$ cat src/rtl/ccirc_fifo.sv
`default_nettype none
// ----------------------------------------------------------------------------
// ccirc_fifo: short queue between front end and solver
// Register-based FIFO; full and empty come from a count.
// ----------------------------------------------------------------------------
module ccirc_fifo #(
    parameter int W     = 8,
    parameter int DEPTH = 4
) (
    input  wire          i_clk,
    input  wire          i_rst_n,
    input  wire          i_valid,
    output logic         o_ready,
    input  wire  [W-1:0] i_data,
    output logic         o_valid,
    input  wire          i_ready,
    output logic [W-1:0] o_data
);

    localparam int AW = (DEPTH > 1) ? $clog2(DEPTH) : 1;

    logic [W-1:0]  r_mem [DEPTH];
    logic [AW-1:0] r_wp, r_rp;
    logic [AW:0]   r_cnt;
    logic          push, pop;

    assign o_ready = (r_cnt != (AW+1)'(DEPTH));
    assign o_valid = (r_cnt != '0);
    assign push    = i_valid && o_ready;
    assign pop     = o_valid && i_ready;
    assign o_data  = r_mem[r_rp];

    always_ff @(posedge i_clk) begin
        if (!i_rst_n) begin
            r_wp  <= '0;
            r_rp  <= '0;
            r_cnt <= '0;
        end else begin
            if (push) begin
                r_wp <= (r_wp == AW'(DEPTH-1)) ? '0 : r_wp + 1'b1;
            end
            if (pop) begin
                r_rp <= (r_rp == AW'(DEPTH-1)) ? '0 : r_rp + 1'b1;
            end
            r_cnt <= r_cnt + (AW+1)'(push) - (AW+1)'(pop);
        end
    end

    always_ff @(posedge i_clk) begin
        if (push) begin
            r_mem[r_wp] <= i_data;
        end
    end

`ifndef SYNTH
    a_no_overflow: assert property (@(posedge i_clk) disable iff (!i_rst_n)
        r_cnt <= (AW+1)'(DEPTH))
        else $error("queue count beyond depth");
    a_cnt_step: assert property (@(posedge i_clk) disable iff (!i_rst_n)
        (push && !pop) |=> (r_cnt == $past(r_cnt) + 1'b1))
        else $error("queue count missed a push");
    a_ptr_cnt: assert property (@(posedge i_clk) disable iff (!i_rst_n)
        (r_cnt == '0) |-> (r_wp == r_rp))
        else $error("empty queue with unequal pointers");
`endif

endmodule : ccirc_fifo
`default_nettype wire

$ cat config.mk
export PLATFORM = sky130hd
export DESIGN_NAME = ccirc_fifo
export DESIGN_NICKNAME = d
export VERILOG_FILES = /design/src/rtl/ccirc_fifo.sv
export SDC_FILE = /design/constraint.sdc
export NUM_CORES = 1
export LEC_CHECK = 0
export BUFFER_PORTS_ARGS = -buffer_cell sky130_fd_sc_hd__buf_2
export CELL_PAD_IN_SITES_DETAIL_PLACEMENT = 1
export CELL_PAD_IN_SITES_GLOBAL_PLACEMENT = 2
export CORE_MARGIN = 8
export CORE_UTILIZATION = 41
export CTS_CLUSTER_DIAMETER = 200
export DETAILED_ROUTE_END_ITERATION = 12
export MAX_ROUTING_LAYER = met4
export PLACE_DENSITY = 0.84
export RECOVER_POWER = 100
export SLEW_MARGIN = 5
export SYNTH_ARGS = -nofsm -noshare
export SYNTH_HDL_FRONTEND = slang
export SYNTH_SLANG_ARGS = --single-unit
$ cat constraint.sdc
create_clock -name i_clk -period 3.66 [get_ports i_clk]
set_clock_uncertainty 0.2 [all_clocks]
set_input_delay 0.732 -clock i_clk [delete_from_list [all_inputs] [get_ports i_clk]]
set_output_delay 0.732 -clock i_clk [all_outputs]
set_load 0.01 [all_outputs]
### Word level (Yosys, flattened, before mapping)

Memory sizes are Yosys's and may differ from the RTL's. A register that Yosys moved wholly into a read port is not among the register bits.
Cells that the tools add are included.

| storage, ports and cells | value |
|---|---|
| flip-flop bits (word level) | 7 |
| memories kept | 1 |
| bits in writable memories | 32 |
| input bits | 12 |
| output and inout bits | 10 |

| cells by class | value |
|---|---|
| mux-type cells | 6 |
| reduce and logical (&&, ||, !) cells | 3 |
| equal/unequal tests | 3 |
| add/sub/neg operators | 4 |

Memory list:

| name | depth | bits a word | rd ports | clocked after Yosys merged registers in | write ports | line | source |
|---|---|---|---|---|---|---|---|
| r_mem | 4 | 8 | 1 | 1 | 1 | 22 | `logic [W-1:0] r_mem [DEPTH];` |

Operator list:

| kind | number |
|---|---|
| 2-to-1 mux 2 bit | 4 |
| adder 2 x 1 -> 2 bit (second input constant) | 2 |
| == test 2 bit (second input constant) | 2 |
| adder 3 x 1 -> 3 bit | 1 |
| inequality test 3 bit (second input constant) | 1 |
| nonzero test 3 bit | 1 |
| subtractor 3 x 1 -> 3 bit | 1 |
| logical AND 1 bit | 2 |
| 2-to-1 mux 1 bit | 2 |

### Depth between registers and ports, before layout

Gate-level depths: netlist of run 1.

| logic depth | value |
|---|---|
| word-level depth | 4 |
| depth in mapped cells | 12 |
| depth with buffers taken out | 11 |

### Worst setup path after synthesis of run 1

Ideal clock, no wire load.

| timing path | value |
|---|---|
| path kind | reg-to-reg |
| from | register r_cnt[1] |
| to | register r_cnt[2] |
| library setup time | 0.115 ns |
| path slack | 1.093 ns |
| cell stages (with the launch flop) | 13 |
| arrival time | 2.252 ns |
| period minus slack after synthesis | 2.567 ns |
| buffers on the path | 1 |
| required time | 3.345 ns |
| cell sequence | dfxtp_1 -> or3b_1 -> buf_6 -> and2_4 -> inv_1 -> ha_1 -> inv_1 -> ha_1 -> inv_1 -> fa_1 -> xnor2_1 -> xnor2_1 -> and2_1 |

| between the ends | value |
|---|---|
| cells in the longest elaborated chain, start to end | 4 |

RTL lines:

| item | line | source |
|---|---|---|
| start: declaration | 24 | `logic [AW:0] r_cnt;` |
| start signal: assignment | 45 | `r_cnt <= r_cnt + (AW+1)'(push) - (AW+1)'(pop);` |
| inequality test 3 bit | 27 | `assign o_ready = (r_cnt != (AW+1)'(DEPTH));` |
| net o_ready | 13 | `output logic o_ready,` |
| logical AND 1 bit | 29 | `assign push = i_valid && o_ready;` |
| adder 3 x 1 -> 3 bit | 45 |  |
| subtractor 3 x 1 -> 3 bit | 45 |  |

The timed path passes the listed nets, and every way through them passes these cells.
A chain may end at the register's enable or synchronous reset.

### Final worst setup path of run 1

| timing path | value |
|---|---|
| from | register r_cnt[1] |
| to | register r_cnt[2] |

| between the ends | value |
|---|---|
| cells in the longest elaborated chain, start to end | 4 |

RTL lines:

| item | line |
|---|---|
| inequality test 3 bit | 27 |
| logical AND 1 bit | 29 |
| adder 3 x 1 -> 3 bit | 45 |
| subtractor 3 x 1 -> 3 bit * | 45 |

Mark *: on every way between the ends. The rest lies on a longest branch, timed or not.

==> results of run 1 <==
-- worst max-delay path, delay by kind of cell, from the launching register on --
| family | cells | cell delay (ns) |
|---|---|---|
| flops | 1 | 0.37 |
| fa+ha+maj | 3 | 0.80 |
| simple gates | 1 | 0.15 |
| compound gates | 1 | 0.62 |
| buf+inv | 3 | 0.24 |
| xor+xnor | 2 | 0.26 |
-- where the power goes --
| part | internal, mW | leakage (nW) | switching (mW) |
|---|---|---|---|
| sequential | 0.570 | 0.367 | 0.0550 |
| clock | 0.201 | 0.0518 | 0.149 |
| combinational | 0.136 | 0.230 | 0.141 |
| total | 0.907 | 0.649 | 0.345 |
-- cell families after synthesis --
| group | share of synthesized area, % |
|---|---|
| flops | 69.62 |
| simple gates | 6.947 |
| buf+inv | 2.824 |
| mux | 11.60 |
| fa+ha+maj | 6.565 |
| compound gates | 1.374 |
| xor+xnor | 1.069 |
-- per-layer routing --
layer,vias up,wire length [um],part of all wire (%)
met2,29,1496,52
met5,-,0,0
met3,2,206,7.1
li1,397,-,-
met1,425,1166,40
met4,0,25,0.86
-- state kept, by name, indices dropped and copies added, names as in the netlist, named ones only --
name   count
r_cnt      3
r_mem     32
r_rp       2
r_wp       2
-- area by class of cell --
cell class	count	area share (%)
Multi-Input combinational cell	43	23.94
Timing Repair Buffer	21	4.427
Clock inverter	3	2.213
Inverter	6	1.207
Sequential cell	41	61.17
Tap cell	50	3.353
Clock buffer	5	3.689
-- Yosys cell counts, types with 2 or more instances --
cell       n
edfxtp_1  32
dfxtp_1    9
mux4_2     8
ha_1       7
inv_1      6
nand2_1    5
and2_1     2
and3_1     2
and3_2     2
nand3_1    2
nor2_1     2
o21ai_0    2
xnor2_1    2
-- per-stage QoR --
| stage | total power, mW | hold slack, ns | instances | area (um2) |
|---|---|---|---|---|
| 6_report | 1.252 | 0.3140 | 169 | 1866 |
| 5_1_grt | 1.328 | 0.3529 | 169 | 1866 |
| 4_1_cts | 1.285 | 0.3214 | 169 | 1893 |
| 3_5_place_dp | 0.9360 | 0.3123 | 161 | 1783 |
| 3_3_place_gp | 0.9154 | 0.2981 | 161 | 1783 |
| 2_1_floorplan | 0.8349 | 0.2677 | 94 | 1639 |
-- worst max path at each step --
stage,depth (start not counted),endpoint
floorplan,12,r_cnt[2]$_SDFF_PN0_
global placement,11,r_cnt[2]$_SDFF_PN0_
detailed placement,11,r_cnt[2]$_SDFF_PN0_
CTS,10,r_cnt[2]$_SDFF_PN0_
global route,10,r_cnt[2]$_SDFF_PN0_
finish,10,r_cnt[2]$_SDFF_PN0_
==> flow_metrics.py, run 1 <==
metrics = {
    "clock_network": {
        "cts.path.max_buffers": 2,
        "cts_tree": "done",
        "root_buffer": "clkbuf_8",
        "htree_levels": 2,
        "cts_sinks": 41,
        "cts_buffers": 5,
        "clk_latency_ns": 0.28,
        "postCtsSetupBuffers": 0,
        "ctsHoldBuffers": 0,
        "cts.repair.resized": 0,
        "clkTransAtPathRegs_ns": 0.08,
    },
    "layout": {
        "utilization_pct": 47.67,
        "seq_area_um2": 1141,
        "fillers": 411,
        "multi_input_area_um2": 446.7,
        "final_nets": 138,
        "final_common_cell": "edfxtp_1",
        "layout-drive-gt1-share_pct": 15.97,
        "num_antenna_cells": 0,
        "area_growth_pct": 13.82,
        "most-common-layout-cells": "edfxtp_1 (32), clkbuf_1 (18), dfxtp_1 (9)",
    },
    "placement": {
        "pre_cts_ws_ns": 0.9450,
        "gp_congestion": 0.7225,
        "port_buffers": 21,
        "hpwl_um": 2115,
    },
    "worst_hold_path": {
        "hold_class": "reg2reg",
        "hold_depth": 2,
        "hp-start": "r_wp[1]$_SDFFE_PN0P_",
        "holdPathEnd": "r_wp[1]$_SDFFE_PN0P_",
    },
    "setup_path": {
        "crit_fanout": 5,
        "crit_path_end_kind": "flip-flop",
        "worstReg2RegEnd": "r_cnt[2]$_SDFF_PN0_",
        "crit_path_start": "r_cnt[1]$_SDFF_PN0_",
        "cpMostUsedCell": "inv_1",
        "reg2reg_slack_ns": 0.93,
        "critical_path.cell_chain": "o31ai_1 > inv_1 > ha_1 > inv_1 > ha_1 > inv_1 > fa_1 > xnor2_1 > xnor2_1 > and2_1",
        "cp_slowest_cell": "o31ai_1",
        "r2r-start": "r_cnt[1]$_SDFF_PN0_",
        "reg2regPathDepth": 10,
        "max_stage_delay_ns": 0.62,
        "critPathLaunchType": "flip-flop",
        "arrival_ns": 2.72,
        "critical_path_class": "reg2reg",
        "crit_required_ns": 3.64,
    },
    "floorplan": {
        "fp.dieArea_um2": 6277,
        "row_count": 23,
        "chipHeight_um": 79.23,
        "die_w_um": 79.23,
        "start_util_pct": 41.88,
        "io_pins": 22,
        "design.core.area_um2": 3914,
    },
    "timing": {
        "max_freq_ghz": 0.3662,
        "tns_ns": 0,
        "slew_headroom_pct": 54.27,
        "period_needed_ns": 2.731,
        "setup_slack_ns": 0.9289,
        "rsz0062_at_grt": "no",
        "final_hold_viol_count": 0,
        "period_share_pct": 74.62,
        "finalSetupViolCount": 0,
        "slew_violations": 0,
        "max_slew.worst_pin.slew_ns": 0.6801,
    },
    "route": {
        "wirelength_um": 2893,
        "dr.pass1.iters": 4,
        "avgViaCountPerCell": 5.047,
        "wl_per_cell_um": 17.12,
        "first_iter_violations": 33,
        "ant_nets": 0,
        "drc": 0,
        "via_count": 853,
    },
    "yosys": {
        "synth_top_area_cell": "edfxtp_1",
        "syn-instance-count": 94,
        "ys.flop_type": "edfxtp_1",
        "synthDistinctLibCells": 26,
        "syn_avg_cell_area_um2": 17.44,
        "syn-num-nets": 114,
        "yosysTopAreaCellShare_pct": 58.63,
        "syn-cell-area_um2": 1639,
        "synth-async-reset-ratio_pct": 0,
        "synth_edf_count": 32,
        "synth_area_leaders": "edfxtp_1 (59%), dfxtp_1 (11%), mux4_2 (11%)",
        "seq_area_frac_synth_pct": 69.62,
        "ys_ff_latch": 41,
        "yosysWarnings": 0,
    },
    "power_and_ir_drop": {
        "p_leak_nw": 0.6493,
        "p_per_area_nw_per_um2": 670.9,
        "vdd_drop_max_v": 0.0002735,
    },
    "grt": {
        "grt_max_degree": 14,
        "grt_pass1_wl_um": 4781,
        "grtUsageMet2_pct": 17.67,
        "antenna_found_initial": 0,
        "busiest_layer": "met2",
        "gr-usage-met1_pct": 11.14,
        "use_met3_pct": 4.402,
        "grt_pass1_vias": 959,
        "grt.total_usage_pct": 10.66,
        "grt_overflow_total": 0,
    },
    "job": {
        "drv_cap": 0,
    },
    "status": {
        "status": "completed",
    },
}
No activity file was read; power rests on OpenSTA's default activity.
==> run 2, diff against run 1 <==
Settings changed: ABC_AREA from default to 1, CORE_UTILIZATION 41 to 38, PLACE_DENSITY 0.84 to 0.85.
Clock period 3.66 ns to 2.6 ns, I/O delays scaled along.
==> run 2 against run 1 <==
  * Highest routed layer unchanged
  * Die area is 9.3% higher
  * Critical path depth increased by 2
  * Sequential cell count unchanged
  * Utilization down 2.8 points
  * Largest power group unchanged
  * Via count grew 28%
  * Combinational power up 110%
==> flow_metrics.py, run 2 <==
metrics = {
    "clock_network": {
        "ctsHoldBuffers": 0,
        "cts.path.max_buffers": 2,
        "clk_latency_ns": 0.28,
        "clkTransAtPathRegs_ns": 0.08,
        "cts_buffers": 5,
        "cts_tree": "done",
        "cts.repair.resized": 0,
        "root_buffer": "clkbuf_8",
        "htree_levels": 2,
        "cts_sinks": 41,
        "postCtsSetupBuffers": 0,
    },
    "grt": {
        "antenna_found_initial": 0,
        "grt_pass1_wl_um": 6003,
        "grt_max_degree": 17,
        "grt_pass1_vias": 1274,
        "grt.total_usage_pct": 10.88,
        "grt_overflow_total": 0,
    },
    "power_and_ir_drop": {
        "p_per_area_nw_per_um2": 1006,
        "p_leak_nw": 0.7274,
        "vdd_drop_max_v": 0.0004536,
    },
    "setup_path": {
        "critical_path_class": "reg2reg",
        "arrival_ns": 2.29,
        "crit_fanout": 7,
        "crit_path_end_kind": "flip-flop",
        "crit_required_ns": 2.59,
        "critPathLaunchType": "flip-flop",
        "critical_path.cell_chain": "nor2_1 > nand2_1 > nand2_4 > ha_1 > inv_1 > ha_1 > inv_1 > fa_1 > inv_1 > nand2_1 > nand2_1 > nor2_1",
        "max_stage_delay_ns": 0.36,
        "cp_slowest_cell": "dfxtp_1",
    },
    "floorplan": {
        "start_util_pct": 39.24,
        "row_count": 24,
        "io_pins": 22,
        "die_w_um": 82.82,
        "fp.dieArea_um2": 6859,
        "chipHeight_um": 82.82,
        "design.core.area_um2": 4324,
    },
    "yosys": {
        "synth-async-reset-ratio_pct": 0,
        "synth_area_leaders": "edfxtp_1 (57%), dfxtp_1 (11%), nor2_1 (6.4%)",
        "ys_top_cells_by_count": "edfxtp_1 (32), nor2_1 (29), inv_1 (13)",
        "synthDistinctLibCells": 23,
        "syn-num-nets": 159,
        "yosysMostFrequentCell": "edfxtp_1",
        "syn-instance-count": 139,
        "yosysWarnings": 0,
        "syn_avg_cell_area_um2": 12.21,
        "synth_edf_count": 32,
        "syn-cell-area_um2": 1697,
        "synth_top_area_cell": "edfxtp_1",
        "ys.flop_type": "edfxtp_1",
        "yosysTopAreaCellShare_pct": 56.64,
        "ys_ff_latch": 41,
        "seq_area_frac_synth_pct": 67.26,
    },
    "route": {
        "wirelength_um": 3418,
        "drc": 0,
        "wl_per_cell_um": 15.33,
        "avgViaCountPerCell": 4.910,
        "via_count": 1095,
        "dr.pass1.iters": 6,
        "ant_nets": 0,
        "first_iter_violations": 73,
    },
    "timing": {
        "period_needed_ns": 2.309,
        "tns_ns": 0,
        "max_freq_ghz": 0.4331,
        "slew_headroom_pct": 62.45,
        "finalSetupViolCount": 0,
        "rsz0062_at_grt": "no",
        "final_hold_viol_count": 0,
        "slew_violations": 0,
        "period_share_pct": 88.81,
        "max_slew.worst_pin.slew_ns": 0.5632,
    },
    "layout": {
        "largest_registers": "r_mem (32), r_cnt (3)",
        "area_growth_pct": 14.38,
        "num_antenna_cells": 0,
        "largest_reg_flops": 32,
        "largest-register": "r_mem",
        "utilization_pct": 44.88,
        "final_nets": 190,
        "most-common-layout-cells": "edfxtp_1 (32), nor2_1 (30), clkbuf_1 (21)",
        "final_common_cell": "edfxtp_1",
        "fillers": 504,
        "layout-drive-gt1-share_pct": 11.70,
    },
    "job": {
        "drv_cap": 0,
    },
    "status": {
        "status": "completed",
    },
    "placement": {
        "gp_congestion": 0.7436,
        "hpwl_um": 2488,
        "port_buffers": 21,
    },
    "worst_hold_path": {
        "hold_class": "in2reg",
    },
}
## run 2: cell count changes after synthesis, moves of 4 or more
| cell | previous run | this run |
|---|---|---|
| mux4_2 | 8 | 0 |
| inv_1 | 6 | 13 |
| o21ai_0 | 2 | 12 |
| nand2_1 | 5 | 9 |
| o22ai_1 | 0 | 8 |
| nor2_1 | 2 | 29 |
## run 2: path summary, 6_finish.rpt
path,depth (start not counted),from,slack [ns],end
worst min register to register,2,r_rp[1]$_SDFFE_PN0N_,0.32,r_rp[1]$_SDFFE_PN0N_
worst max-delay path,12,r_cnt[1]$_SDFF_PN0_,0.29,r_cnt[2]$_SDFF_PN0_
worst max register to register,12,r_cnt[1]$_SDFF_PN0_,0.29,r_cnt[2]$_SDFF_PN0_
worst min-delay path,1,i_data[7],0.30,r_mem[3][7]$_DFFE_PP_
## run 2: routing by layer
layer,GRT usage (%),part of all wire (%),up-vias
met2,18.60,52,17
li1,-,-,538
met3,3.418,4.1,5
met1,11.37,43,535
met5,-,0,-
met4,4.313,1.1,0
## run 2: kinds of logic after synthesis
kind of cell	count (synthesis)	share of synthesized area (%)
adder cells (fa/ha/maj)	8	6.342
XOR/XNOR	1	0.5163
AO/OA/AOI/OAI	26	9.071
buffers and inverters	16	4.425
flip-flops	41	67.26
AND/OR/NAND/NOR	47	12.39
## run 2: stage by stage
step / power [mW] / std cells / hold slack [ns] / setup slack (ns) / cell area (um2)
after floorplan: 1.305 / 139 / 0.2792 / 0.5716 / 1697
after global placement: 1.505 / 215 / 0.3059 / 0.4491 / 1882
after detailed placement: 1.537 / 215 / 0.3053 / 0.3701 / 1882
after CTS: 2.031 / 223 / 0.2397 / 0.3063 / 1989
after global routing: 2.108 / 223 / 0.2890 / 0.1377 / 1941
final: 1.953 / 223 / 0.2960 / 0.2909 / 1941
## run 2: layout make-up
class,instances,area [um2],area share (%)
flip-flops and latches,41,1141,58.80
clock buffers,6,72.57,3.740
repair buffers,26,107.6,5.545
well taps,52,65.06,3.353
inverters,14,52.55,2.708
clock inverters,2,35.03,1.805
multi-input cells,82,466.7,24.05
## run 2: power breakdown
group / internal [mW] / leakage [nW] / switching (mW)
combinational: 0.204 / 0.305 / 0.365
sequential: 0.816 / 0.368 / 0.0745
clock: 0.285 / 0.0552 / 0.208
## run 2: worst max-delay path: cells and delay by family, from the launching register on
| kind | cells | cell delay, ns |
|---|---|---|
| buf+inv | 3 | 0.19 |
| flops | 1 | 0.36 |
| simple gates | 6 | 0.72 |
| fa+ha+maj | 3 | 0.73 |
==> run 3, diff against run 2 <==
Clock period 2.6 ns to 2.5 ns, I/O delays scaled along.
==> run 3 against run 2 <==
  * Sequential cell count unchanged
  * Global-route usage is 0.28 points higher
  * Clock-buffer cell count stayed put
  * Design area shrank 1.3%
  * Clock power fell by 18%
  * Critical path depth fell by 8
  * Highest routed layer unchanged
==> flow_metrics.py, run 3 (same netlist as run 2, synthesis figures left out) <==
metrics = {
    "timing": {
        "rsz0062_at_grt": "no",
        "period_needed_ns": 2.265,
        "max_slew.worst_pin.slew_ns": 0.5584,
        "final_hold_viol_count": 0,
        "max_freq_ghz": 0.4416,
        "slew_headroom_pct": 62.77,
        "slew_violations": 0,
        "finalSetupViolCount": 0,
        "period_share_pct": 90.59,
        "tns_ns": 0,
    },
    "clock_network": {
        "clkTransAtPathRegs_ns": 0.08,
        "cts.repair.resized": 0,
        "cts_tree": "done",
        "cts_sinks": 41,
        "ctsHoldBuffers": 0,
        "postCtsSetupBuffers": 0,
        "cts.path.max_buffers": 2,
        "htree_levels": 2,
        "clk_latency_ns": 0.29,
        "root_buffer": "clkbuf_8",
        "cts_buffers": 5,
    },
    "job": {
        "drv_cap": 0,
    },
    "setup_path": {
        "crit_required_ns": 1.80,
        "crit_path_end_kind": "primary output",
        "reg2regPathDepth": 12,
        "crit_fanout": 10,
        "arrival_ns": 1.56,
        "critPathLaunchType": "flip-flop",
        "critical_path_class": "reg2out",
    },
    "placement": {
        "hpwl_um": 2494,
        "port_buffers": 21,
        "gp_congestion": 0.7531,
    },
    "floorplan": {
        "fp.dieArea_um2": 6859,
        "die_w_um": 82.82,
        "start_util_pct": 39.24,
        "chipHeight_um": 82.82,
        "design.core.area_um2": 4324,
        "io_pins": 22,
        "row_count": 24,
    },
    "power_and_ir_drop": {
        "p_leak_nw": 0.7169,
        "vdd_drop_max_v": 0.0004333,
        "p_total_mw": 1.931,
        "p_per_area_nw_per_um2": 1008,
    },
    "grt": {
        "antenna_found_initial": 0,
        "grt_overflow_total": 0,
        "grt_max_degree": 17,
        "grt_pass1_wl_um": 5913,
        "grt.total_usage_pct": 11.16,
        "grt_pass1_vias": 1207,
    },
    "layout": {
        "largest_registers": "r_mem (32), r_cnt (3)",
        "largest-register": "r_mem",
        "most-common-layout-cells": "edfxtp_1 (32), nor2_1 (30), clkbuf_1 (21)",
        "layout-drive-gt1-share_pct": 12.28,
        "final_nets": 190,
        "num_antenna_cells": 0,
        "final_common_cell": "edfxtp_1",
        "area_growth_pct": 12.91,
        "largest_reg_flops": 32,
    },
    "route": {
        "dr.pass1.iters": 2,
        "first_iter_violations": 108,
        "wl_per_cell_um": 15.48,
        "ant_nets": 0,
        "avgViaCountPerCell": 4.861,
        "via_count": 1084,
        "wirelength_um": 3451,
        "drc": 0,
    },
    "worst_hold_path": {
        "hold_class": "in2reg",
        "hold_depth": 1,
    },
    "status": {
        "status": "completed",
    },
}
## run 3: worst max-delay path: stages (launching register included)
cell	delay (ns)
dfxtp_1	0.53
clkbuf_2	0.27
o21ai_0	0.11
o22ai_1	0.19
clkbuf_1	0.18
## run 3: power by group
group          internal (mW)  leakage [nW]  switching (mW)
Sequential             0.849         0.368          0.0772
Clock                  0.193        0.0450           0.209
Combinational          0.213         0.304           0.389
## run 3: path summary, 6_finish.rpt
check	endpoint	from	slack, ns
worst max-delay path	o_data[0]	flip-flop	0.24
worst min-delay path	r_mem[3][7]$_DFFE_PP_	i_data[7]	0.26
worst max register to register	r_cnt[2]$_SDFF_PN0_	r_cnt[1]$_SDFF_PN0_	0.24
worst min register to register	r_rp[0]$_SDFFE_PN0N_	r_rp[0]$_SDFFE_PN0N_	0.33
## run 3: cell type report
cell class | instances | area (um2)
clock buffer | 6 | 72.57
inverter | 14 | 52.55
fill | 494 | 2409
sequential | 41 | 1141
clock inverter | 2 | 10.01
tap | 52 | 65.06
timing repair buffer | 26 | 105.1
multi-input combinational | 82 | 469.2
## run 3: per-layer routing
metal	wire (um)	global-route usage, %
met1	1415	11.03
met2	1830	18.60
met3	141	4.395
met4	63	5.751
met5	0	-
## run 3: metrics by stage
stage | hold WS [ns] | setup slack [ns] | instance area (um2) | std cells | utilization [%]
5_1_grt | 0.2660 | 0.04858 | 1916 | 223 | 44.30
3_3_place_gp | 0.3156 | 0.3737 | 1882 | 215 | 43.52
2_1_floorplan | 0.2792 | 0.4716 | 1697 | 139 | -
3_5_place_dp | 0.3129 | 0.2840 | 1882 | 215 | 43.52
6_report | 0.2646 | 0.2353 | 1916 | 223 | 44.30
4_1_cts | 0.2126 | 0.2245 | 1964 | 223 | 45.43
